File: src/rtl/core/start_stop_interval_histogram_assert.svh
// Assertion macros shared by the histogram core.
// SSIH_ASSERT_IMP: same-cycle implication. SSIH_ASSERT_NXT: next-cycle implication.
`ifndef START_STOP_INTERVAL_HISTOGRAM_ASSERT_SVH
`define START_STOP_INTERVAL_HISTOGRAM_ASSERT_SVH

`ifndef SYNTH
`define SSIH_ASSERT_IMP(lbl, clk, rst_n, a, b, msg) \
    lbl: assert property (@(posedge clk) disable iff (!rst_n) (a) |-> (b)) else $error(msg);
`define SSIH_ASSERT_NXT(lbl, clk, rst_n, a, b, msg) \
    lbl: assert property (@(posedge clk) disable iff (!rst_n) (a) |=> (b)) else $error(msg);
`else
`define SSIH_ASSERT_IMP(lbl, clk, rst_n, a, b, msg)
`define SSIH_ASSERT_NXT(lbl, clk, rst_n, a, b, msg)
`endif

`endif

File: src/rtl/core/ssih_pkg.sv
`default_nettype none
package ssih_pkg;

    localparam int NUM_BINS  = 100;
    localparam int TIME_BITS = 48;

    localparam int TS_W      = 48;
    localparam int TICK_W    = (TIME_BITS < TS_W) ? TIME_BITS : TS_W;
    localparam int BIN_W     = $clog2(NUM_BINS + 1);
    localparam int DEPTH     = NUM_BINS + 1;
    localparam int FRAC_BITS = 16;
    localparam int LIM_W     = BIN_W + FRAC_BITS;
    localparam int GAP_W     = 16;
    localparam int SCALE_W   = 24;
    localparam int OFFS_W    = 24;
    localparam int CH_W      = 2;
    localparam int RIDX_W    = 7;
    localparam int OBIN_W    = 7;
    localparam int CNT_W     = 32;
    localparam int PROD_W    = LIM_W + SCALE_W;
    localparam int SUM_W     = PROD_W + 1;

    localparam int CFG_IDX_W  = 3;
    localparam int CFG_DATA_W = 24;

    localparam int IN_TDATA_W  = 56;
    localparam int IN_TUSER_W  = 3;
    localparam int OUT_TDATA_W = 88;
    localparam int OUT_TUSER_W = 1;

    typedef logic [TS_W-1:0]    t_ts;
    typedef logic [TICK_W-1:0]  t_tick;
    typedef logic [BIN_W-1:0]   t_bin;
    typedef logic [OBIN_W-1:0]  t_obin;
    typedef logic [RIDX_W-1:0]  t_ridx;
    typedef logic [CNT_W-1:0]   t_cnt;
    typedef logic [LIM_W-1:0]   t_mlo;
    typedef logic [PROD_W-1:0]  t_prod;
    typedef logic [SUM_W-1:0]   t_sum;

    localparam t_sum BIN_LIMIT = t_sum'(NUM_BINS) << FRAC_BITS;
    localparam t_cnt CNT_MAX   = '1;

    localparam logic [GAP_W-1:0]   MIN_GAP_RST    = 16'd8;
    localparam logic [SCALE_W-1:0] BIN_SCALE_RST  = 24'd1258;
    localparam logic [OFFS_W-1:0]  BIN_OFFSET_RST = 24'd252062;
    localparam logic [CH_W-1:0]    START_CH_RST   = 2'd1;
    localparam logic [CH_W-1:0]    STOP_CH_RST    = 2'd2;

    typedef enum logic {
        OP_EVENT = 1'b0,
        OP_READ  = 1'b1
    } t_op;

    typedef enum logic [CFG_IDX_W-1:0] {
        CFG_MIN_GAP    = 3'd0,
        CFG_BIN_SCALE  = 3'd1,
        CFG_BIN_OFFSET = 3'd2,
        CFG_START_CH   = 3'd3,
        CFG_STOP_CH    = 3'd4
    } t_cfg_idx;

    typedef struct packed {
        logic [GAP_W-1:0]   min_gap;
        logic [SCALE_W-1:0] bin_scale;
        logic [OFFS_W-1:0]  bin_offset;
        logic [CH_W-1:0]    start_ch;
        logic [CH_W-1:0]    stop_ch;
    } t_cfg;

    // event after the arm/interval stage
    typedef struct packed {
        t_op   op;
        logic  close;
        t_tick ticks;
        t_ridx ridx;
    } t_ivl_item;

    // request to the count bank
    typedef struct packed {
        t_op   op;
        logic  close;
        t_tick ticks;
        t_bin  addr;
        logic  oob;
    } t_bin_req;

    typedef struct packed {
        logic  ivl_valid;
        t_ts   ticks;
        t_obin bin;
        t_cnt  count;
    } t_result;

endpackage
`default_nettype wire

File: src/rtl/core/ssih_interval.sv
`default_nettype none
`include "start_stop_interval_histogram_assert.svh"
module ssih_interval (
    input  wire                       i_clk,
    input  wire                       i_rst_n,
    input  ssih_pkg::t_cfg            i_cfg,
    input  wire                       i_valid,
    output logic                      o_ready,
    input  wire                       i_op,
    input  wire [ssih_pkg::CH_W-1:0]  i_ch,
    input  wire [ssih_pkg::TS_W-1:0]  i_ts,
    input  wire [ssih_pkg::RIDX_W-1:0] i_ridx,
    output logic                      o_valid,
    input  wire                       i_ready,
    output ssih_pkg::t_ivl_item       o_item
);

    logic                      r_v1;
    ssih_pkg::t_op             r_op;
    logic [ssih_pkg::CH_W-1:0] r_ch;
    ssih_pkg::t_ts             r_ts;
    ssih_pkg::t_ridx           r_ridx;
    logic                      r_armed;
    ssih_pkg::t_tick           r_start;

    ssih_pkg::t_tick ticks;
    logic            is_evt;
    logic            is_start;
    logic            is_stop;
    logic            close;
    logic            advance;

    always_comb begin
        ticks    = ssih_pkg::t_tick'(r_ts) - r_start;
        is_evt   = (r_op == ssih_pkg::OP_EVENT);
        is_start = is_evt && (r_ch == i_cfg.start_ch);
        // start wins when both codes match
        is_stop  = is_evt && !is_start && (r_ch == i_cfg.stop_ch) && r_armed;
        close    = is_stop && (64'(ticks) > 64'(i_cfg.min_gap));
        advance  = r_v1 && i_ready;
        o_ready  = !r_v1 || i_ready;
        o_valid  = r_v1;
        o_item.op    = r_op;
        o_item.close = close;
        o_item.ticks = ticks;
        o_item.ridx  = r_ridx;
    end

    always_ff @(posedge i_clk) begin
        if (!i_rst_n) begin
            r_v1 <= 1'b0;
        end else if (o_ready) begin
            r_v1 <= i_valid;
        end
    end

    always_ff @(posedge i_clk) begin
        if (o_ready && i_valid) begin
            r_op   <= ssih_pkg::t_op'(i_op);
            r_ch   <= i_ch;
            r_ts   <= i_ts;
            r_ridx <= i_ridx;
        end
    end

    always_ff @(posedge i_clk) begin
        if (!i_rst_n) begin
            r_armed <= 1'b0;
            r_start <= '0;
        end else if (advance) begin
            if (is_start) begin
                r_armed <= 1'b1;
                r_start <= ssih_pkg::t_tick'(r_ts);
            end else if (close) begin
                r_armed <= 1'b0;
            end
        end
    end

    `SSIH_ASSERT_NXT(a_close_disarms, i_clk, i_rst_n, advance && close, !r_armed, "armed after close")

endmodule
`default_nettype wire

File: config.mk
export PLATFORM = sky130hd
export DESIGN_NAME = ssih_interval
export DESIGN_NICKNAME = d
export VERILOG_FILES = /design/src/rtl/core/ssih_pkg.sv /design/src/rtl/core/ssih_interval.sv
export VERILOG_INCLUDE_DIRS = /design/src /design/src/rtl/core
export SDC_FILE = /design/constraint.sdc
export NUM_CORES = 1
export LEC_CHECK = 0
export BUFFER_PORTS_ARGS = -buffer_cell sky130_fd_sc_hd__buf_2
export CAP_MARGIN = 20
export CORE_MARGIN = 1.5
export CORE_UTILIZATION = 54
export DETAILED_ROUTE_END_ITERATION = 12
export GPL_ROUTABILITY_DRIVEN = 0
export HOLD_SLACK_MARGIN = 0.08
export PLACE_DENSITY_LB_ADDON = 0.2
export SLEW_MARGIN = 0
export SYNTH_ARGS = -nofsm -noshare
export SYNTH_HDL_FRONTEND = slang
export SYNTH_SLANG_ARGS = --single-unit
export TNS_END_PERCENT = 10
File: constraint.sdc
create_clock -name i_clk -period 6 [get_ports i_clk]
set_input_delay 0.3 -clock i_clk [delete_from_list [all_inputs] [get_ports i_clk]]
set_output_delay 0.3 -clock i_clk [all_outputs]
set_load 0.1 [all_outputs]
==> impl_summary.log <==
[metrics] result of the run: finished clean
[metrics] sequential cell area in the final layout: 2743 um^2
[metrics] Crit Path Class: register to primary output
[metrics] Worst setup EP type: primary output
[metrics] PD cells: roughly 260 nW/um^2
[metrics] CTS max path bufs: 2
[metrics] instance count of the mapped netlist: 872
[metrics] count of unique library cells instantiated by Yosys: 69
[metrics] async set-or-reset flop fraction in the synthesized netlist: 0%
[metrics] leading area contributor after synthesis: edfxtp_1
[metrics] synthesized netlist net count: 1,066
[metrics] worst min-delay path class: input port to register
[metrics] wire length of the first global-routing pass: a little under 30,000 um
[metrics] most common flop cell mapped by yosys: edfxtp_1
[metrics] average instance area after synthesis: 8.533 um^2
[metrics] worst IR drop on VDD: 268.7 uV
[metrics] detailed-routing iteration count for the pre-antenna-repair pass: 5
[metrics] total number of clock tree sinks: around 110
[metrics] hold violation total from the final report: 0
[metrics] # port buffers: 140
[metrics] number of buffers added by the clock tree synthesis step: 9
[metrics] number of design-rule violations left by the first detailed-router iteration: 567
[metrics] setup repair after global routing missed its margin: no
[metrics] sequential area share after synthesis: a little under two fifths
[metrics] Nets: 1,175
[metrics] largest net degree at the start of global routing: 55
[metrics] proportion of layout cells with a drive suffix above 1: 18.56%
[metrics] number of antenna violations at the first check in global routing: 0
[metrics] die outline height: 120.4 um
[metrics] number of antenna diodes: 0
[metrics] total count of max-transition violations in the final report: 0
[metrics] Layout Skew: 4.607 ps
[metrics] cts-stage hold buffer count: 0
[metrics] DP Wirelength: ~14,000 um
[metrics] Post-CTS Repair Setup Buffers: 0
[metrics] Synth Cell Area: around 7400 um^2
[metrics] slew at the pin closest to its max-slew limit: 986.7 ps
[metrics] horizontal die dimension: between 100 and 150 um
[metrics] post-route ant nets: 0
[metrics] area taken by multi-input logic gates: 4294 um^2
[metrics] share of the synthesized area in the top cell type: 23.41%
[metrics] initial cell density of the core: 55.75%
[metrics] final core area utilization: 63.85%
[metrics] clock input transition at the sequential cells of the worst setup and hold paths: 70 ps
[metrics] Worst-Skew Late Latency: roughly 360 ps
[metrics] total number of H-tree levels: 3
[metrics] final worst-path setup slack: between 300 and 400 ps
[metrics] number of enable flip-flop cells after synthesis: between 50 and 60
[metrics] Clock Root Buffer: clkbuf_16
[metrics] routed wire length: 18,150 um
[metrics] Tcrit/Tclk final: between 90% and 100%
[metrics] timing-limited maximum frequency: 176.9 MHz
[metrics] fillers: 1,169
[metrics] per-cell routed wire length: 15.62 um
[metrics] placeable core region: 13,350 um^2
[metrics] yosys synthesis warning count: 0
[metrics] Setup crit start kind: register
[metrics] Final Hold Slack: 106.0 ps
[metrics] TritonCTS clock tree: built
[metrics] Max transition margin: around a third
[metrics] leakage power total: 3.306 nW
[metrics] Total Neg Setup Slack: 0 ps
[metrics] Setup violations, final: 0
[metrics] Area Growth Syn to Fin: 14.53%
[metrics] number of remaining DRC errors: 0
[metrics] most common cell in the synthesized netlist: nand2_1
[metrics] data arrival at the endpoint of the critical path: 5350 ps
[metrics] setup slack at placement: 434.0 ps
[metrics] top cells by area, synth: edfxtp_1 (23%), dfxtp_1 (13%), ha_1 (11%), nand2_1 (7.9%), a21boi_0 (5.0%)
[metrics] area of the die: 14,490 um^2
[metrics] Seq cells post-synth: 108
[metrics] IO Pins: 189
[metrics] most common library cells after synthesis: nand2_1 (156), inv_1 (69), ha_1 (63)
[metrics] endpoint required time on the critical path: roughly 5700 ps
[metrics] # Max-Cap Violations: 0
[metrics] vias per cell: about 5.7
[metrics] gr ovfl total: 0
[metrics] total via count in the routed design: 6,618
[metrics] final critical delay including setup and external delays: 5653 ps
[metrics] overall global routing resource usage: 25.38%
[metrics] via count of the first global-routing pass: about 6k
[metrics] total number of placement rows: 42
[metrics] largest fanout of any net on the critical path: 3
per-stage QoR:
stage | cells | cell area (um^2) | total power [mW]
global placement | 1146 | 8220 | 1.653
finish | 1162 | 8522 | 2.227
detailed placement | 1146 | 8220 | 1.659
global route | 1162 | 8522 | 2.321
CTS | 1162 | 8501 | 2.232
floorplan | 872 | 7478 | 1.502
what timing repair did:
action                                  4_1_cts  5_1_grt
gates resized for setup                       1        5
pin swaps                                     0        1
endpoints found under the setup margin        1        1
cell usage in the layout (no fill, tap or decap), drive strengths merged, types with 6 or more instances in the layout:
cell type and instances:
nor3 13, a21o 15, a31oi 6, o211ai 9
nand2 156, xor2 18, a21boi 51, o21ai 43
clkbuf 10, nand4 26, o21a 15, nand2b 10
inv 74, or3 6, nor2 43, buf 142
dfxtp 50, and2 7, a21oi 61, ha 63
and3 8, xnor2 26, edfxtp 58
report_power, final:
part,switching [mW],internal [mW]
clock network,0.287,0.289
logic,0.639,0.186
registers,0.0154,0.811
registers in the layout (all words and copies together) (netlist names):
signal	flops
o_valid	1
r_armed	1
r_ch	2
r_op	1
r_ridx	7
r_start	48
r_ts	48
critical path, stage by stage, from the launching register on:
cell	delay (ps)
edfxtp_1	360
inv_1	50
ha_1	220
fa_1	400
nand2b_1	200
a21oi_2	200
o21ba_2	210
o21ai_0	150
nand2_1	160
xor2_2	180
ha_1	270
a21o_1	180
a21oi_1	170
o21ai_0	160
nor3_1	210
o221ai_1	140
a221o_1	270
a2111o_1	300
nor4_2	240
nand4_1	190
nor4b_4	340
nor2_1	80
clkbuf_4	290
routing by layer:
metal	up-vias	wire (um)	GRT usage [%]
li1	3302	-	-
met1	3027	8340	35.02
met2	255	8070	39.60
met3	34	1292	4.953
met4	0	444	9.412
met5	-	0	0
cells by family after synthesis:
family                   after synthesis  synth area share [%]
flip-flops                           108                 36.86
XOR/XNOR                              44                 5.179
multiplexers                           3                0.4204
adder cells (fa/ha/maj)               64                 10.86
AO/OA/AOI/OAI                        239                 21.36
buffers and inverters                114                 6.272
AND/OR/NAND/NOR                      300                 19.05
final timing paths:
check / slack [ps] / cells after the start / to / from
worst max-delay path: 350 / 22 / o_item[55] / r_ts[0]$_DFFE_PP_
worst max register to register: 1150 / 21 / r_armed$_SDFFE_PN0P_ / r_ts[0]$_DFFE_PP_
worst min-delay path: 110 / 1 / r_ridx[1]$_DFFE_PP_ / i_ridx[1]
worst min register to register: 470 / 2 / r_start[33]$_SDFFE_PN0P_ / r_start[33]$_SDFFE_PN0P_
layout make-up:
type	instances	share of cell area [%]
Clock buffer	9	2.643
Clock inverter	7	0.6460
Timing Repair Buffer	143	8.516
Multi-Input combinational cell	650	50.39
Sequential cell	108	32.18
Inverter	69	3.039
Tap cell	176	2.584
Note: power is estimated with default switching activity, not from simulation.
