===== src/rtl/core/start_stop_interval_histogram_assert.svh =====
// Assertion macros shared by the histogram core.
// SSIH_ASSERT_IMP: same-cycle implication. SSIH_ASSERT_NXT: next-cycle implication.
`ifndef START_STOP_INTERVAL_HISTOGRAM_ASSERT_SVH
`define START_STOP_INTERVAL_HISTOGRAM_ASSERT_SVH

`ifndef SYNTH
`define SSIH_ASSERT_IMP(lbl, clk, rst_n, a, b, msg) \
    lbl: assert property (@(posedge clk) disable iff (!rst_n) (a) |-> (b)) else $error(msg);
`define SSIH_ASSERT_NXT(lbl, clk, rst_n, a, b, msg) \
    lbl: assert property (@(posedge clk) disable iff (!rst_n) (a) |=> (b)) else $error(msg);
`else
`define SSIH_ASSERT_IMP(lbl, clk, rst_n, a, b, msg)
`define SSIH_ASSERT_NXT(lbl, clk, rst_n, a, b, msg)
`endif

`endif


===== src/rtl/core/ssih_pkg.sv =====
`default_nettype none
package ssih_pkg;

    localparam int NUM_BINS  = 100;
    localparam int TIME_BITS = 48;

    localparam int TS_W      = 48;
    localparam int TICK_W    = (TIME_BITS < TS_W) ? TIME_BITS : TS_W;
    localparam int BIN_W     = $clog2(NUM_BINS + 1);
    localparam int DEPTH     = NUM_BINS + 1;
    localparam int FRAC_BITS = 16;
    localparam int LIM_W     = BIN_W + FRAC_BITS;
    localparam int GAP_W     = 16;
    localparam int SCALE_W   = 24;
    localparam int OFFS_W    = 24;
    localparam int CH_W      = 2;
    localparam int RIDX_W    = 7;
    localparam int OBIN_W    = 7;
    localparam int CNT_W     = 32;
    localparam int PROD_W    = LIM_W + SCALE_W;
    localparam int SUM_W     = PROD_W + 1;

    localparam int CFG_IDX_W  = 3;
    localparam int CFG_DATA_W = 24;

    localparam int IN_TDATA_W  = 56;
    localparam int IN_TUSER_W  = 3;
    localparam int OUT_TDATA_W = 88;
    localparam int OUT_TUSER_W = 1;

    typedef logic [TS_W-1:0]    t_ts;
    typedef logic [TICK_W-1:0]  t_tick;
    typedef logic [BIN_W-1:0]   t_bin;
    typedef logic [OBIN_W-1:0]  t_obin;
    typedef logic [RIDX_W-1:0]  t_ridx;
    typedef logic [CNT_W-1:0]   t_cnt;
    typedef logic [LIM_W-1:0]   t_mlo;
    typedef logic [PROD_W-1:0]  t_prod;
    typedef logic [SUM_W-1:0]   t_sum;

    localparam t_sum BIN_LIMIT = t_sum'(NUM_BINS) << FRAC_BITS;
    localparam t_cnt CNT_MAX   = '1;

    localparam logic [GAP_W-1:0]   MIN_GAP_RST    = 16'd8;
    localparam logic [SCALE_W-1:0] BIN_SCALE_RST  = 24'd1258;
    localparam logic [OFFS_W-1:0]  BIN_OFFSET_RST = 24'd252062;
    localparam logic [CH_W-1:0]    START_CH_RST   = 2'd1;
    localparam logic [CH_W-1:0]    STOP_CH_RST    = 2'd2;

    typedef enum logic {
        OP_EVENT = 1'b0,
        OP_READ  = 1'b1
    } t_op;

    typedef enum logic [CFG_IDX_W-1:0] {
        CFG_MIN_GAP    = 3'd0,
        CFG_BIN_SCALE  = 3'd1,
        CFG_BIN_OFFSET = 3'd2,
        CFG_START_CH   = 3'd3,
        CFG_STOP_CH    = 3'd4
    } t_cfg_idx;

    typedef struct packed {
        logic [GAP_W-1:0]   min_gap;
        logic [SCALE_W-1:0] bin_scale;
        logic [OFFS_W-1:0]  bin_offset;
        logic [CH_W-1:0]    start_ch;
        logic [CH_W-1:0]    stop_ch;
    } t_cfg;

    // event after the arm/interval stage
    typedef struct packed {
        t_op   op;
        logic  close;
        t_tick ticks;
        t_ridx ridx;
    } t_ivl_item;

    // request to the count bank
    typedef struct packed {
        t_op   op;
        logic  close;
        t_tick ticks;
        t_bin  addr;
        logic  oob;
    } t_bin_req;

    typedef struct packed {
        logic  ivl_valid;
        t_ts   ticks;
        t_obin bin;
        t_cnt  count;
    } t_result;

endpackage
`default_nettype wire


===== src/rtl/core/ssih_bank.sv =====
`default_nettype none
`include "start_stop_interval_histogram_assert.svh"
module ssih_bank (
    input  wire                i_clk,
    input  wire                i_rst_n,
    input  wire                i_valid,
    output logic               o_ready,
    input  ssih_pkg::t_bin_req i_req,
    output logic               o_valid,
    input  wire                i_ready,
    output ssih_pkg::t_result  o_res
);

    ssih_pkg::t_cnt            r_mem [ssih_pkg::DEPTH];
    logic [ssih_pkg::DEPTH-1:0] r_vld;

    logic               r_vw;
    ssih_pkg::t_bin_req r_reqw;
    ssih_pkg::t_cnt     r_rdata;
    logic               r_rvld;
    logic               r_fhit;
    ssih_pkg::t_cnt     r_fdata;
    logic               r_vo;
    ssih_pkg::t_result  r_res;

    logic              rdy_w;
    logic              rdy_o;
    logic              load;
    logic              wr_en;
    ssih_pkg::t_bin    wr_addr;
    ssih_pkg::t_cnt    wr_data;
    ssih_pkg::t_cnt    cur;
    ssih_pkg::t_result n_res;

    always_comb begin
        rdy_o   = !r_vo || i_ready;
        rdy_w   = !r_vw || rdy_o;
        o_ready = rdy_w;
        load    = rdy_w && i_valid;

        // forwarded value covers a write on the same edge as the read
        cur = r_fhit ? r_fdata : (r_rvld ? r_rdata : '0);
        wr_en   = r_vw && rdy_o && r_reqw.close;
        wr_addr = r_reqw.addr;
        wr_data = (cur == ssih_pkg::CNT_MAX) ? cur : cur + 1'b1;

        n_res.ivl_valid = r_reqw.close;
        n_res.ticks     = r_reqw.close ? ssih_pkg::t_ts'(r_reqw.ticks) : '0;
        n_res.bin       = r_reqw.close ? ssih_pkg::t_obin'(r_reqw.addr) : '0;
        n_res.count     = ((r_reqw.op == ssih_pkg::OP_READ) && !r_reqw.oob) ? cur : '0;

        o_valid = r_vo;
        o_res   = r_res;
    end

    always_ff @(posedge i_clk) begin
        if (wr_en) begin
            r_mem[wr_addr] <= wr_data;
        end
        if (load) begin
            r_rdata <= r_mem[i_req.addr];
        end
    end

    always_ff @(posedge i_clk) begin
        if (!i_rst_n) begin
            r_vld <= '0;
        end else if (wr_en) begin
            r_vld[wr_addr] <= 1'b1;
        end
    end

    always_ff @(posedge i_clk) begin
        if (load) begin
            r_reqw  <= i_req;
            r_rvld  <= r_vld[i_req.addr];
            r_fhit  <= wr_en && (wr_addr == i_req.addr);
            r_fdata <= wr_data;
        end
        if (rdy_o && r_vw) begin
            r_res <= n_res;
        end
    end

    always_ff @(posedge i_clk) begin
        if (!i_rst_n) begin
            r_vw <= 1'b0;
            r_vo <= 1'b0;
        end else begin
            if (rdy_w) begin
                r_vw <= i_valid;
            end
            if (rdy_o) begin
                r_vo <= r_vw;
            end
        end
    end

    `SSIH_ASSERT_NXT(a_wr_sets_vld, i_clk, i_rst_n, wr_en, r_vld[$past(wr_addr)], "bin not marked written")
    `SSIH_ASSERT_IMP(a_cnt_no_wrap, i_clk, i_rst_n, wr_en, wr_data != '0, "bin count wrapped")

endmodule
`default_nettype wire


===== config.mk =====
export PLATFORM = sky130hd
export DESIGN_NAME = ssih_bank
export DESIGN_NICKNAME = d
export VERILOG_FILES = /design/src/rtl/core/ssih_pkg.sv /design/src/rtl/core/ssih_bank.sv
export VERILOG_INCLUDE_DIRS = /design/src /design/src/rtl/core
export SDC_FILE = /design/constraint.sdc
export NUM_CORES = 2
export LEC_CHECK = 0
export CAP_MARGIN = 0
export CORE_MARGIN = 4
export CORE_UTILIZATION = 28
export CTS_BUF_LIST = sky130_fd_sc_hd__clkbuf_4 sky130_fd_sc_hd__clkbuf_8
export DETAILED_ROUTE_END_ITERATION = 12
export DONT_BUFFER_PORTS = 1
export GPL_TIMING_DRIVEN = 0
export PLACE_DENSITY_LB_ADDON = 0.15
export SLEW_MARGIN = 10
export SYNTH_ARGS = -nofsm -noshare
export SYNTH_HDL_FRONTEND = slang
export SYNTH_SLANG_ARGS = --single-unit

===== constraint.sdc =====
create_clock -name i_clk -period 9.99 [get_ports i_clk]
set_input_delay 1.4985 -clock i_clk [delete_from_list [all_inputs] [get_ports i_clk]]
set_output_delay 1.4985 -clock i_clk [all_outputs]
set_load 0.02 [all_outputs]

==> results.yml <==
yosys:
  post_synth_most_frequent_cells: "3444 x edfxtp_1, 757 x mux4_2, 359 x mux2i_1"
  yosys_warnings: 0
  ys_seq_elements: 3547
  number_of_flops_mapped_to_enable_cells_by_yosys: 3444
  synthTopCellsByArea: "edfxtp_1 76%, mux4_2 13%, mux2i_1 2.6%"
  synth_async_sr_flop_share_pct: 0
  synth-main-ff-cell: "edfxtp_1"
  synthesized_netlist_net_count: 6480
  avgSynthCellArea_um2: 21.2
  synth_top_cell_area_share_pct: 75.9
  seq_area_frac_synth_pct: 77.4
  ys_types: 71
  library_cell_with_the_highest_instance_count_after_synthesis: "edfxtp_1"
  synth_top_cell_by_area: "edfxtp_1"
  synthCells: 6418
  cell_area_after_synthesis_mm2: 0.136
clock_tree:
  tritoncts: "yes"
  clk_root_buffer_cell: "clkbuf_8"
  postCtsSetupRepairBufs: 0
  clockBufferDepth: 4
  clock_tree.htree_level_count: 6
  cts_resized: 0
  cts_buffers: 609
  worst_skew_pair.late_latency_ns: 1.26
  cts_sinks: 3547
  post_cts_hold_buffer_count: 0
  cts.clk_slew.worst_paths_ns: 0.06
die:
  die-height_um: 706
  ioPinCount: 152
  number_of_standard_cell_rows_in_the_floorplan: 255
  fp.dieArea_mm2: 0.498
  die_w_um: 706
  start_util_pct: 28.2
  core_area_mm2: 0.484
route:
  route.detailed.wl_per_inst_um: 46.0
  detail_route.drc_violations: 0
  drt_wl_total_um: 661000
  routed-via-count: 81525
  vias_per_cell: 5.67
  detail_route.first_pass.iterations: 6
  detail-route-antenna-nets: 0
  detail_route.iter0.violations: 14988
timing:
  report.final.setup_viol: 0
  worst-slew-pin-transition_ns: 1.53
  unrepaired_setup_endpoints_after_global_routing: "false"
  timing.setup.tns_ns: 0
  clock.fmax_ghz: 0.140
  timing.slew.headroom_pct: -2.53
  whs_ns: 0.333
  fin_skew_ns: 0.0703
  final_period_minus_worst_setup_slack_ns: 7.15
  final.period_utilization_pct: 71.6
  report.final.slew_viol_count: 20
  timing_hold_violations_final: 0
worst_setup_path:
  critPathKind: "input port to register"
  critical_path.slowest_cell: "a311oi_1"
  critPathLaunchType: "input port"
  setup.worst_path.end_class: "register"
  delay_of_the_slowest_cell_on_the_worst_path_ns: 1.22
  setup.reg_to_reg.worst_slack_ns: 5.33
  crit_path_cell_trace: "buf_4 -> buf_2 -> buf_2 -> buf_2 -> buf_2 -> buf_2 -> nand2_1 -> a31oi_1 -> a21oi_1 -> a311oi_1"
  critical_path.max_fanout: 11
  arrival_ns: 7.99
  worst_ep_required_time_ns: 10.83
  crit_path_frequent_cell: "buf_2"
place:
  gpl.final_weighted_congestion: 0.931
  dp_hpwl_um: 469000
  portBuffers: 0
  placement.cell_area_mm2: 0.155
power_and_ir_drop:
  report.power.total_mw: 32.4
  peakVddDrop_v: 0.000137
  power.density_cell_area_mw_per_mm2: 195
  power.leakage_nw: 53.3
min_path:
  hold_path.class: "input port to register"
finish:
  stdcell_area_mm2: 0.166
  post_route_cells_drive_above_1_share_pct: 32.7
  layout.nets: 7535
  finalCoreUtilization_pct: 34.4
  area_growth_syn_to_layout_pct: 22.1
grt:
  grt_start_max_net_pins: 68
  grt_pass1_wl_um: 831000
  gr-total-overflow: 0
  grtUsageTotal_pct: 25.8
  first_global_vias: 76611
  initial_antenna_violation_count: 79
outcome:
  violations: "capacitance limit, slew limit"
  outcome: "complete, but fails checks"
run:
  number_of_max_cap_violations: 2
[state kept, by name (all words and copies together), names as in the netlist]
| name | count |
|---|---|
| n_res | 1 |
| o_res | 88 |
| o_valid | 1 |
| r_fdata | 32 |
| r_fhit | 1 |
| r_mem | 3232 |
| r_rdata | 32 |
| r_reqw | 50 |
| r_rvld | 1 |
| r_vld | 101 |
| r_vw | 1 |
| wr_addr | 7 |
[critical path: cells and delay by family]
| family | cells | cell delay [ns] |
|---|---|---|
| AO/OA/AOI/OAI | 3 | 2.58 |
| buffers and inverters | 6 | 3.66 |
| AND/OR/NAND/NOR | 1 | 0.12 |
[cells in the final DEF (no fill, tap or decap), drive strengths merged, types with 19 or more instances in the layout]
cell type and instances:
nor2b 26, inv 24, mux2i 359, diode 26, nor3 37, a21oi 120
a211oi 19, o22ai 50, clkinvlp 22, dfxtp 103, clkinv 190, a22oi 117
o21a 103, nor2 175, edfxtp 3444, and2 77, o21ai 61, o221ai 41
a31oi 27, nand2 251, clkbuf 970, nand3 76, buf 676, mux4 757
[cell type report]
class                   instances  area, µm²
clock buffers                 838      10200
multi-input cells            2497      29900
inverters                      10       37.5
well taps                    6425       8040
flip-flops and latches       3547     105000
diodes                         26       65.1
fillers                     45441     317000
clock inverters               235       1380
repair buffers                444       9120
plain buffers                 364       2240
[per-layer routing]
| metal | part of all wire [%] | vias up | wire (µm) | GRT usage, % |
|---|---|---|---|---|
| met1 | 39 | 44763 | 259000 | 34.6 |
| met2 | 43 | 6239 | 284000 | 38.0 |
| met5 | 0.044 | - | 293 | 0 |
| met4 | 6.1 | 20 | 40600 | 13.3 |
| li1 | - | 29081 | - | - |
| met3 | 12 | 1422 | 77000 | 7.48 |
[stage by stage]
stage                     instances  setup WS (ns)
after floorplan                6418           2.05
after global placement        12843         -10.09
after detailed placement      13285           1.98
after CTS                     14358           3.35
after global routing          14361           3.24
final                         14386           2.84
[cells by family (layout without fill, tap and decap cells)]
| family | after synthesis | count (layout) | synth area share, % |
|---|---|---|---|
| other | 0 | 26 | 0 |
| DFF | 3547 | 3547 | 77.4 |
| xor gates and xnor gates | 19 | 19 | 0.122 |
| and+or+nand+nor | 728 | 728 | 2.51 |
| buffers and inverters | 374 | 1891 | 1.60 |
| muxes | 1129 | 1129 | 15.3 |
| AOI/OAI and AO/OA | 621 | 621 | 3.13 |
[power by group]
part	internal, mW	leakage, nW	switching (mW)	total, mW
logic	0.731	14.9	1.96	2.70
clock network	6.84	6.11	6.24	13.1
registers	16.6	32.3	0.0592	16.6
total	24.1	53.3	8.26	32.4
[worst paths after layout]
| path | to | depth (start not counted) | startpoint |
|---|---|---|---|
| hold / removal | wr_addr[5]$_DFFE_PP_ | 0 | i_req[6] |
| setup / recovery | r_rdata[27]$_DFFE_PP_ | 10 | i_req[2] |
| hold reg to reg | r_vld[45]$_SDFFE_PN0P_ | 1 | r_vld[45]$_SDFFE_PN0P_ |
| setup reg to reg | r_mem[93][30]$_DFFE_PP_ | 10 | r_fhit$_DFFE_PP_ |
(Power assumes the default switching activity.)
