## src/rtl/core/start_stop_interval_histogram_assert.svh

```systemverilog
// Assertion macros shared by the histogram core.
// SSIH_ASSERT_IMP: same-cycle implication. SSIH_ASSERT_NXT: next-cycle implication.
`ifndef START_STOP_INTERVAL_HISTOGRAM_ASSERT_SVH
`define START_STOP_INTERVAL_HISTOGRAM_ASSERT_SVH

`ifndef SYNTH
`define SSIH_ASSERT_IMP(lbl, clk, rst_n, a, b, msg) \
    lbl: assert property (@(posedge clk) disable iff (!rst_n) (a) |-> (b)) else $error(msg);
`define SSIH_ASSERT_NXT(lbl, clk, rst_n, a, b, msg) \
    lbl: assert property (@(posedge clk) disable iff (!rst_n) (a) |=> (b)) else $error(msg);
`else
`define SSIH_ASSERT_IMP(lbl, clk, rst_n, a, b, msg)
`define SSIH_ASSERT_NXT(lbl, clk, rst_n, a, b, msg)
`endif

`endif

```

## src/rtl/core/ssih_pkg.sv

```systemverilog
`default_nettype none
package ssih_pkg;

    localparam int NUM_BINS  = 100;
    localparam int TIME_BITS = 48;

    localparam int TS_W      = 48;
    localparam int TICK_W    = (TIME_BITS < TS_W) ? TIME_BITS : TS_W;
    localparam int BIN_W     = $clog2(NUM_BINS + 1);
    localparam int DEPTH     = NUM_BINS + 1;
    localparam int FRAC_BITS = 16;
    localparam int LIM_W     = BIN_W + FRAC_BITS;
    localparam int GAP_W     = 16;
    localparam int SCALE_W   = 24;
    localparam int OFFS_W    = 24;
    localparam int CH_W      = 2;
    localparam int RIDX_W    = 7;
    localparam int OBIN_W    = 7;
    localparam int CNT_W     = 32;
    localparam int PROD_W    = LIM_W + SCALE_W;
    localparam int SUM_W     = PROD_W + 1;

    localparam int CFG_IDX_W  = 3;
    localparam int CFG_DATA_W = 24;

    localparam int IN_TDATA_W  = 56;
    localparam int IN_TUSER_W  = 3;
    localparam int OUT_TDATA_W = 88;
    localparam int OUT_TUSER_W = 1;

    typedef logic [TS_W-1:0]    t_ts;
    typedef logic [TICK_W-1:0]  t_tick;
    typedef logic [BIN_W-1:0]   t_bin;
    typedef logic [OBIN_W-1:0]  t_obin;
    typedef logic [RIDX_W-1:0]  t_ridx;
    typedef logic [CNT_W-1:0]   t_cnt;
    typedef logic [LIM_W-1:0]   t_mlo;
    typedef logic [PROD_W-1:0]  t_prod;
    typedef logic [SUM_W-1:0]   t_sum;

    localparam t_sum BIN_LIMIT = t_sum'(NUM_BINS) << FRAC_BITS;
    localparam t_cnt CNT_MAX   = '1;

    localparam logic [GAP_W-1:0]   MIN_GAP_RST    = 16'd8;
    localparam logic [SCALE_W-1:0] BIN_SCALE_RST  = 24'd1258;
    localparam logic [OFFS_W-1:0]  BIN_OFFSET_RST = 24'd252062;
    localparam logic [CH_W-1:0]    START_CH_RST   = 2'd1;
    localparam logic [CH_W-1:0]    STOP_CH_RST    = 2'd2;

    typedef enum logic {
        OP_EVENT = 1'b0,
        OP_READ  = 1'b1
    } t_op;

    typedef enum logic [CFG_IDX_W-1:0] {
        CFG_MIN_GAP    = 3'd0,
        CFG_BIN_SCALE  = 3'd1,
        CFG_BIN_OFFSET = 3'd2,
        CFG_START_CH   = 3'd3,
        CFG_STOP_CH    = 3'd4
    } t_cfg_idx;

    typedef struct packed {
        logic [GAP_W-1:0]   min_gap;
        logic [SCALE_W-1:0] bin_scale;
        logic [OFFS_W-1:0]  bin_offset;
        logic [CH_W-1:0]    start_ch;
        logic [CH_W-1:0]    stop_ch;
    } t_cfg;

    // event after the arm/interval stage
    typedef struct packed {
        t_op   op;
        logic  close;
        t_tick ticks;
        t_ridx ridx;
    } t_ivl_item;

    // request to the count bank
    typedef struct packed {
        t_op   op;
        logic  close;
        t_tick ticks;
        t_bin  addr;
        logic  oob;
    } t_bin_req;

    typedef struct packed {
        logic  ivl_valid;
        t_ts   ticks;
        t_obin bin;
        t_cnt  count;
    } t_result;

endpackage
`default_nettype wire

```

## src/rtl/core/ssih_binner.sv

```systemverilog
`default_nettype none
module ssih_binner (
    input  wire                 i_clk,
    input  wire                 i_rst_n,
    input  ssih_pkg::t_cfg      i_cfg,
    input  wire                 i_valid,
    output logic                o_ready,
    input  ssih_pkg::t_ivl_item i_item,
    output logic                o_valid,
    input  wire                 i_ready,
    output ssih_pkg::t_bin_req  o_req
);

    logic                r_v2;
    ssih_pkg::t_ivl_item r_it2;
    logic                r_v3;
    ssih_pkg::t_ivl_item r_it3;
    ssih_pkg::t_prod     r_prod;
    logic                r_hi;

    logic            rdy2;
    logic            rdy3;
    ssih_pkg::t_prod n_prod;
    logic            n_hi;
    ssih_pkg::t_sum  sum;
    logic            ovf;
    logic            oob;
    ssih_pkg::t_bin  bin;

    always_comb begin
        rdy3    = !r_v3 || i_ready;
        rdy2    = !r_v2 || rdy3;
        o_ready = rdy2;
        o_valid = r_v3;

        // ticks at or past 2^LIM_W overflow whenever scale is nonzero
        n_hi   = ((64'(r_it2.ticks) >> ssih_pkg::LIM_W) != 64'd0) && (i_cfg.bin_scale != '0);
        n_prod = ssih_pkg::t_prod'(ssih_pkg::t_mlo'(r_it2.ticks))
               * ssih_pkg::t_prod'(i_cfg.bin_scale);

        sum = ssih_pkg::t_sum'(r_prod) + ssih_pkg::t_sum'(i_cfg.bin_offset);
        ovf = r_hi || (sum >= ssih_pkg::BIN_LIMIT);
        bin = ovf ? ssih_pkg::t_bin'(ssih_pkg::NUM_BINS)
                  : ssih_pkg::t_bin'(sum >> ssih_pkg::FRAC_BITS);
        oob = (int'(r_it3.ridx) > ssih_pkg::NUM_BINS);

        o_req.op    = r_it3.op;
        o_req.close = r_it3.close;
        o_req.ticks = r_it3.ticks;
        o_req.oob   = oob;
        if (r_it3.op == ssih_pkg::OP_READ) begin
            o_req.addr = oob ? '0 : ssih_pkg::t_bin'(r_it3.ridx);
        end else begin
            o_req.addr = bin;
        end
    end

    always_ff @(posedge i_clk) begin
        if (!i_rst_n) begin
            r_v2 <= 1'b0;
            r_v3 <= 1'b0;
        end else begin
            if (rdy2) begin
                r_v2 <= i_valid;
            end
            if (rdy3) begin
                r_v3 <= r_v2;
            end
        end
    end

    always_ff @(posedge i_clk) begin
        if (rdy2 && i_valid) begin
            r_it2 <= i_item;
        end
        if (rdy3 && r_v2) begin
            r_it3  <= r_it2;
            r_prod <= n_prod;
            r_hi   <= n_hi;
        end
    end

endmodule
`default_nettype wire

```

## config.mk

```make
export PLATFORM = sky130hd
export DESIGN_NAME = ssih_binner
export DESIGN_NICKNAME = d
export VERILOG_FILES = /design/src/rtl/core/start_stop_interval_histogram_assert.svh /design/src/rtl/core/ssih_pkg.sv /design/src/rtl/core/ssih_binner.sv
export SDC_FILE = /design/constraint.sdc
export NUM_CORES = 1
export LEC_CHECK = 0
export BUFFER_PORTS_ARGS = -buffer_cell sky130_fd_sc_hd__buf_2
export CAP_MARGIN = 30
export CORE_UTILIZATION = 60
export DETAILED_ROUTE_END_ITERATION = 6
export HOLD_SLACK_MARGIN = 0.12
export MAX_ROUTING_LAYER = met4
export PLACE_DENSITY = 0.78
export SYNTH_ARGS = -nofsm -noshare
export SYNTH_HDL_FRONTEND = slang
export SYNTH_SLANG_ARGS = --single-unit
export TNS_END_PERCENT = 30
```

## constraint.sdc

```tcl
create_clock -name i_clk -period 8.55 [get_ports i_clk]
set_clock_uncertainty 0.2 [all_clocks]
set_input_delay 0.855 -clock i_clk [delete_from_list [all_inputs] [get_ports i_clk]]
set_output_delay 0.855 -clock i_clk [all_outputs]
set_load 0.05 [all_outputs]
```

==> flow_summary.toml, run 1 <==
[worst_setup_path]
end_kind = "flip-flop"
worstPathArrival_ns = 8.09
r2r_start = "r_it2[25]"
cp-start-kind = "flip-flop"
cp_top_family = "adder cells"
worst-path-buf-inv = 3
max_stage_delay_ns = 0.88
cp_max_fo = 15
cp_slowest_cell = "edfxtp_1"
crit_required_ns = 8.58
path_cells = "nand2_1, fa_1, inv_1, fa_1, fa_1, fa_1, fa_1, fa_1, inv_1, fa_1, inv_1, ha_1, a211oi_1, nor2_1, o41ai_1, nand3_1, o211ai_1, nand2_1, o41ai_1, o2111ai_1, a21oi_1, xnor2_1"
cpMostUsedCell = "fa_1"
crit_type = "reg -> reg"
worstSetupStartpoint = "r_it2[25]"

[drt]
ant_nets = 0
viasPerCell = 5.78
wl_per_cell_um = 19.6
routed_wl_um = 63400
drt_iter0_drc = 1520
num_vias = 18700
drc_errors = 0
firstDrtPassIters = 5

[clocking]
cts_sinks = 164
cts-root-buf = "clkbuf_16"
cts_tree = "yes"
htree_levels = 4
insertion_delay_ns = 0.49
path_clk_slew_ns = 0.08
clk_path_buf_depth = 2
numCtsBuffers = 17
cts_hold_buf = 0

[timing]
setup_tns_ns = 0
slew_headroom_pct = 33.1
timing.fmax_mhz = 124
min_period_ns = 8.06
report.final.slew_viol_count = 0
rsz0062_at_grt = "no"
setup_viol = 0
worst_pin_slew_ns = 0.991
fin_crit_sh_pct = 94.2
hold_violations = 0

[placement]
portBuffers = 168
post-dp-hpwl_um = 50500
gp_congestion = 0.940
place_inst = 3190

[floorplan]
start_util_pct = 60.8
die_w_um = 208
die_area_um2 = 43300
die_h_um = 208
rows = 75
num_io_pins = 189
coreArea_um2 = 41900

[global_route]
grt_overflow = 0
first_global_vias = 20100
grt_pass1_wl_um = 103000
antenna_found_initial = 0
grt_max_degree = 54
grt_use_total_pct = 31.5

[yosys]
synth_seq_cells = 164
syn_area_per_cell_um2 = 9.81
yosysWarnings = 0
async_flop_share_pct = 0
syn_area_um2 = 25500
ys_seq_area_share_pct = 19.2
ys_types = 75
syn-num-nets = 3387
synthFlopType = "edfxtp_1"
synth_edf_count = 162
syn_inst = 2601

[min_path]
min_from = "r_it2[6]"
hp-class = "reg -> reg"

[finish]
multi_input_area_um2 = 17900
layout.cells.non_filler = 3237
fillers = 3281
fin_util_pct = 65.2
area_growth_pct = 7.20
num-nets-final = 3470
layout-drive-gt1-share_pct = 10.5
seqCellArea_um2 = 4900

[run_status]
status = "finished, final reports clean"

[flow_run]
cap_violations = 0
synthesized netlist by cell type, types with 4 or more instances:
| master | instances | area, µm² |
|---|---|---|
| a31oi_1 | 8 | 50.1 |
| nand2b_1 | 9 | 56.3 |
| a21oi_1 | 64 | 320 |
| edfxtp_1 | 162 | 4860 |
| nor2b_1 | 9 | 56.3 |
| a21o_1 | 31 | 233 |
| o21ai_0 | 38 | 190 |
| a2111oi_0 | 4 | 35.0 |
| nor4_1 | 19 | 119 |
| inv_1 | 513 | 1930 |
| or3_1 | 5 | 31.3 |
| nand3_1 | 30 | 150 |
| a2111oi_2 | 4 | 60.1 |
| fa_1 | 460 | 9210 |
| and3_1 | 14 | 87.6 |
| o21a_1 | 15 | 113 |
| a21boi_0 | 4 | 30.0 |
| xnor2_1 | 42 | 368 |
| nor2_1 | 44 | 165 |
| buf_4 | 52 | 390 |
| nor3_1 | 18 | 90.1 |
| a221oi_1 | 4 | 35.0 |
| clkbuf_1 | 103 | 387 |
| o21bai_1 | 9 | 67.6 |
| buf_2 | 6 | 30.0 |
| ha_1 | 197 | 2460 |
| xor2_1 | 10 | 87.6 |
| a211oi_1 | 9 | 67.6 |
| nand2_1 | 352 | 1320 |
| and2_1 | 260 | 1630 |
| nand4_1 | 24 | 150 |
| o211ai_1 | 10 | 75.1 |
sequential cells by signal (all words and copies together), names as in the netlist:
name,count
o_req,50
o_valid,1
r_hi,1
r_it2,57
r_it3,7
r_prod,47
r_v2,1
final cells by class:
class / count / area share, %
inverters: 513 / 7.04
multi-input cells: 1760 / 65.3
clock inverters: 15 / 0.567
diodes: 1 / 0.00915
clock buffers: 17 / 1.56
repair buffers: 228 / 5.08
flip-flops and latches: 164 / 17.9
well taps: 539 / 2.47
path summary, 6_finish.rpt:
kind / slack [ns] / cells after the start / to
worst max register to register: 0.49 / 22 / r_prod[46]
worst max-delay path: 0.49 / 22 / r_prod[46]
worst min-delay path: 0.22 / 0 / r_it3[6]
worst min register to register: 0.22 / 0 / r_it3[6]
logic make-up after synthesis:
logic type,after synthesis,synth area share [%]
adders and majority gates,657,45.8
and+or+nand+nor,806,15.9
muxes,3,0.128
buffers and inverters,677,10.8
xor gates and xnor gates,52,1.79
AOI/OAI and AO/OA,242,6.46
DFF,164,19.2
layer usage:
layer  wire [µm]  vias to the layer above  global-route usage (%)
li1            -                     8255                       -
met1       24700                     9450                    39.6
met2       31900                      840                    51.9
met3        4710                      168                    4.35
met4        2140                        0                    12.7
met5           0                        -                       -
through the flow:
| stage | hold WS (ns) | setup slack (ns) | cell area [µm²] |
|---|---|---|---|
| 2_1_floorplan | 0.200 | 0.872 | 25500 |
| 4_1_cts | 0.223 | 0.391 | 27100 |
| 5_1_grt | 0.229 | 0.00309 | 27300 |
| 6_report | 0.221 | 0.492 | 27300 |
| 3_3_place_gp | 0.201 | 0.326 | 26600 |
| 3_5_place_dp | 0.206 | 0.120 | 26600 |
worst register-to-register path, cell delays in order, from the launching register on:
cell and delay, ns:
edfxtp_1 0.88, nand2_1 0.20, fa_1 0.56, inv_1 0.06, fa_1 0.55, fa_1 0.43, fa_1 0.54, fa_1 0.44
fa_1 0.49, inv_1 0.05, fa_1 0.48, inv_1 0.04, ha_1 0.39, a211oi_1 0.26, nor2_1 0.10, o41ai_1 0.49
nand3_1 0.17, o211ai_1 0.30, nand2_1 0.13, o41ai_1 0.52, o2111ai_1 0.20, a21oi_1 0.23, xnor2_1 0.09
cells in the final DEF, fill, tap and decap left out, types with 5 or more instances in the layout:
| cell type | count |
|---|---|
| inv_1 | 513 |
| fa_1 | 460 |
| nand2_1 | 352 |
| and2_1 | 259 |
| ha_1 | 197 |
| buf_2 | 167 |
| edfxtp_1 | 162 |
| a21oi_1 | 64 |
| buf_4 | 52 |
| nor2_1 | 44 |
| xnor2_1 | 42 |
| o21ai_0 | 38 |
| a21o_1 | 31 |
| nand3_1 | 30 |
| nand4_1 | 24 |
| nor4_1 | 19 |
| nor3_1 | 18 |
| clkbuf_16 | 17 |
| o21a_1 | 15 |
| and3_1 | 14 |
| xor2_1 | 10 |
| o211ai_1 | 10 |
| a211oi_1 | 9 |
| nand2b_1 | 9 |
| o21bai_1 | 9 |
| nor2b_1 | 8 |
| a31oi_1 | 8 |
| or3_1 | 5 |
| inv_6 | 5 |
repair_timing:
item                                    4_1_cts  5_1_grt
resized for setup                             0        1
setup buffers                                 0       11
endpoints found under the setup margin        0        3
endpoints found under the hold margin         0        0
Power of run 1 is left out: the tool's default activity adds up to more than one toggle a clock period on the data nets, which glitch-free logic cannot reach.
==> inputs of run 2 (changes only) <==
==> constraint.sdc (replaced) <==
create_clock -name i_clk -period 10.2 [get_ports i_clk]
set_clock_uncertainty 0.2 [all_clocks]
set_input_delay 1.02 -clock i_clk [delete_from_list [all_inputs] [get_ports i_clk]]
set_output_delay 1.02 -clock i_clk [all_outputs]
set_load 0.05 [all_outputs]
==> run 2 against run 1 <==
Global-route usage up 0.059 points. Die area is the same. Core utilization fell by 0.63 points. Worst hold slack got worse by 0.00055 ns. Final cell count shrank 1.3%. Final area down 0.97%. Sequential cell count unchanged. Non-clock buffer count is 42 lower. Critical path type is now in -> reg.
==> flow_summary.toml, run 2 (synthesized netlist as in run 1, its figures left out) <==
[run_status]
status = "finished, final reports clean"

[floorplan]
die_w_um = 208
num_io_pins = 189
start_util_pct = 60.8
coreArea_um2 = 41900
rows = 75
die_h_um = 208
die_area_um2 = 43300

[global_route]
globalRouteMet2Util_pct = 53.7
antenna_found_initial = 0
grt.busiest_layer = "met2"
grt_overflow = 0
first_global_vias = 20200
use_met3_pct = 4.88
grt_pass1_wl_um = 103000
grtUsageMet1_pct = 37.8
grt_max_degree = 58
grt_use_total_pct = 31.6

[drt]
ant_nets = 0
viasPerCell = 5.81
firstDrtPassIters = 6
wl_per_cell_um = 19.8
num_vias = 18600
drt_iter0_drc = 1209
routed_wl_um = 63200
drc_errors = 0

[timing]
setup_tns_ns = 0
rsz0062_at_grt = "no"
slew_headroom_pct = 25.0
timing.fmax_mhz = 121
fin_crit_sh_pct = 81.2
hold_violations = 0
report.final.slew_viol_count = 0
min_period_ns = 8.28
worst_pin_slew_ns = 1.10
setup_viol = 0

[worst_setup_path]
crit_required_ns = 10.23
cpMostUsedCell = "fa_1"
max_stage_delay_ns = 0.56
r2r_start = "r_it2[12]"
cp_max_fo = 24
cp_slowest_cell = "fa_1"
end_kind = "flip-flop"
cp-start-kind = "input pin"
worstPathArrival_ns = 8.31
r2r_slack_ns = 1.93
crit_type = "in -> reg"
worst-path-buf-inv = 6
worstSetupStartpoint = "i_cfg[47]"
cp_top_family = "adder cells"

[clocking]
numCtsBuffers = 17
cts_tree = "yes"
path_clk_slew_ns = 0.07
cts-resized-gates = 0
cts_sinks = 164
cts_hold_buf = 0
insertion_delay_ns = 0.49
cts_setup_buffers = 0
htree_levels = 4
clk_path_buf_depth = 2
cts-root-buf = "clkbuf_16"

[finish]
area_growth_pct = 6.16
num-nets-final = 3428
layout-drive-gt1-share_pct = 9.04
layout.cells.non_filler = 3194
fin_util_pct = 64.5
final_common_cell = "inv_1"
fillers = 3257
largest_register_ffs = 57
final_cell_mix = "inv_1 (513), fa_1 (460), nand2_1 (352)"
regMostFlops = "r_it2"
diodes = 0

[placement]
gp_congestion = 0.928
place_inst = 3158
portBuffers = 168
post-dp-hpwl_um = 48800

[min_path]
min_from = "r_it2[5]"
hp-class = "reg -> reg"

[flow_run]
cap_violations = 0
## run 2: changes by cell type in the layout (fill, tap and decap cells not counted), sizes merged
cell and change:
inv -2, diode -1, clkbuf -1, buf -41, bufinv +2
## run 2: routing by layer
layer | part of all wire (%) | up-vias
met4 | 3.5 | 0
met3 | 6.7 | 173
met2 | 52 | 770
li1 | - | 8149
met1 | 38 | 9463
met5 | 0 | -
## run 2: cell type report
cell class	instances	area, µm²	area share (%)
flip-flops and latches	164	4900	18.1
repair buffers	186	1090	4.03
well taps	539	674	2.49
clock inverters	15	191	0.707
clock buffers	17	425	1.57
multi-input cells	1760	17900	66.0
inverters	513	1930	7.11
## run 2: metrics by stage
stage	hold WS [ns]	setup WS, ns	cell area (µm²)
after global routing	0.223	1.67	27100
after global placement	0.201	1.63	26300
after CTS	0.222	1.90	27000
after floorplan	0.200	2.36	25500
final	0.220	1.92	27100
after detailed placement	0.205	1.50	26400
## run 2: worst paths after layout
path / to / depth (start not counted)
worst max-delay path: r_prod[43] / 25
worst max register to register: r_prod[43] / 24
worst min-delay path: r_it3[5] / 0
worst min register to register: r_it3[5] / 0
Power of run 2 is left out for the same reason.
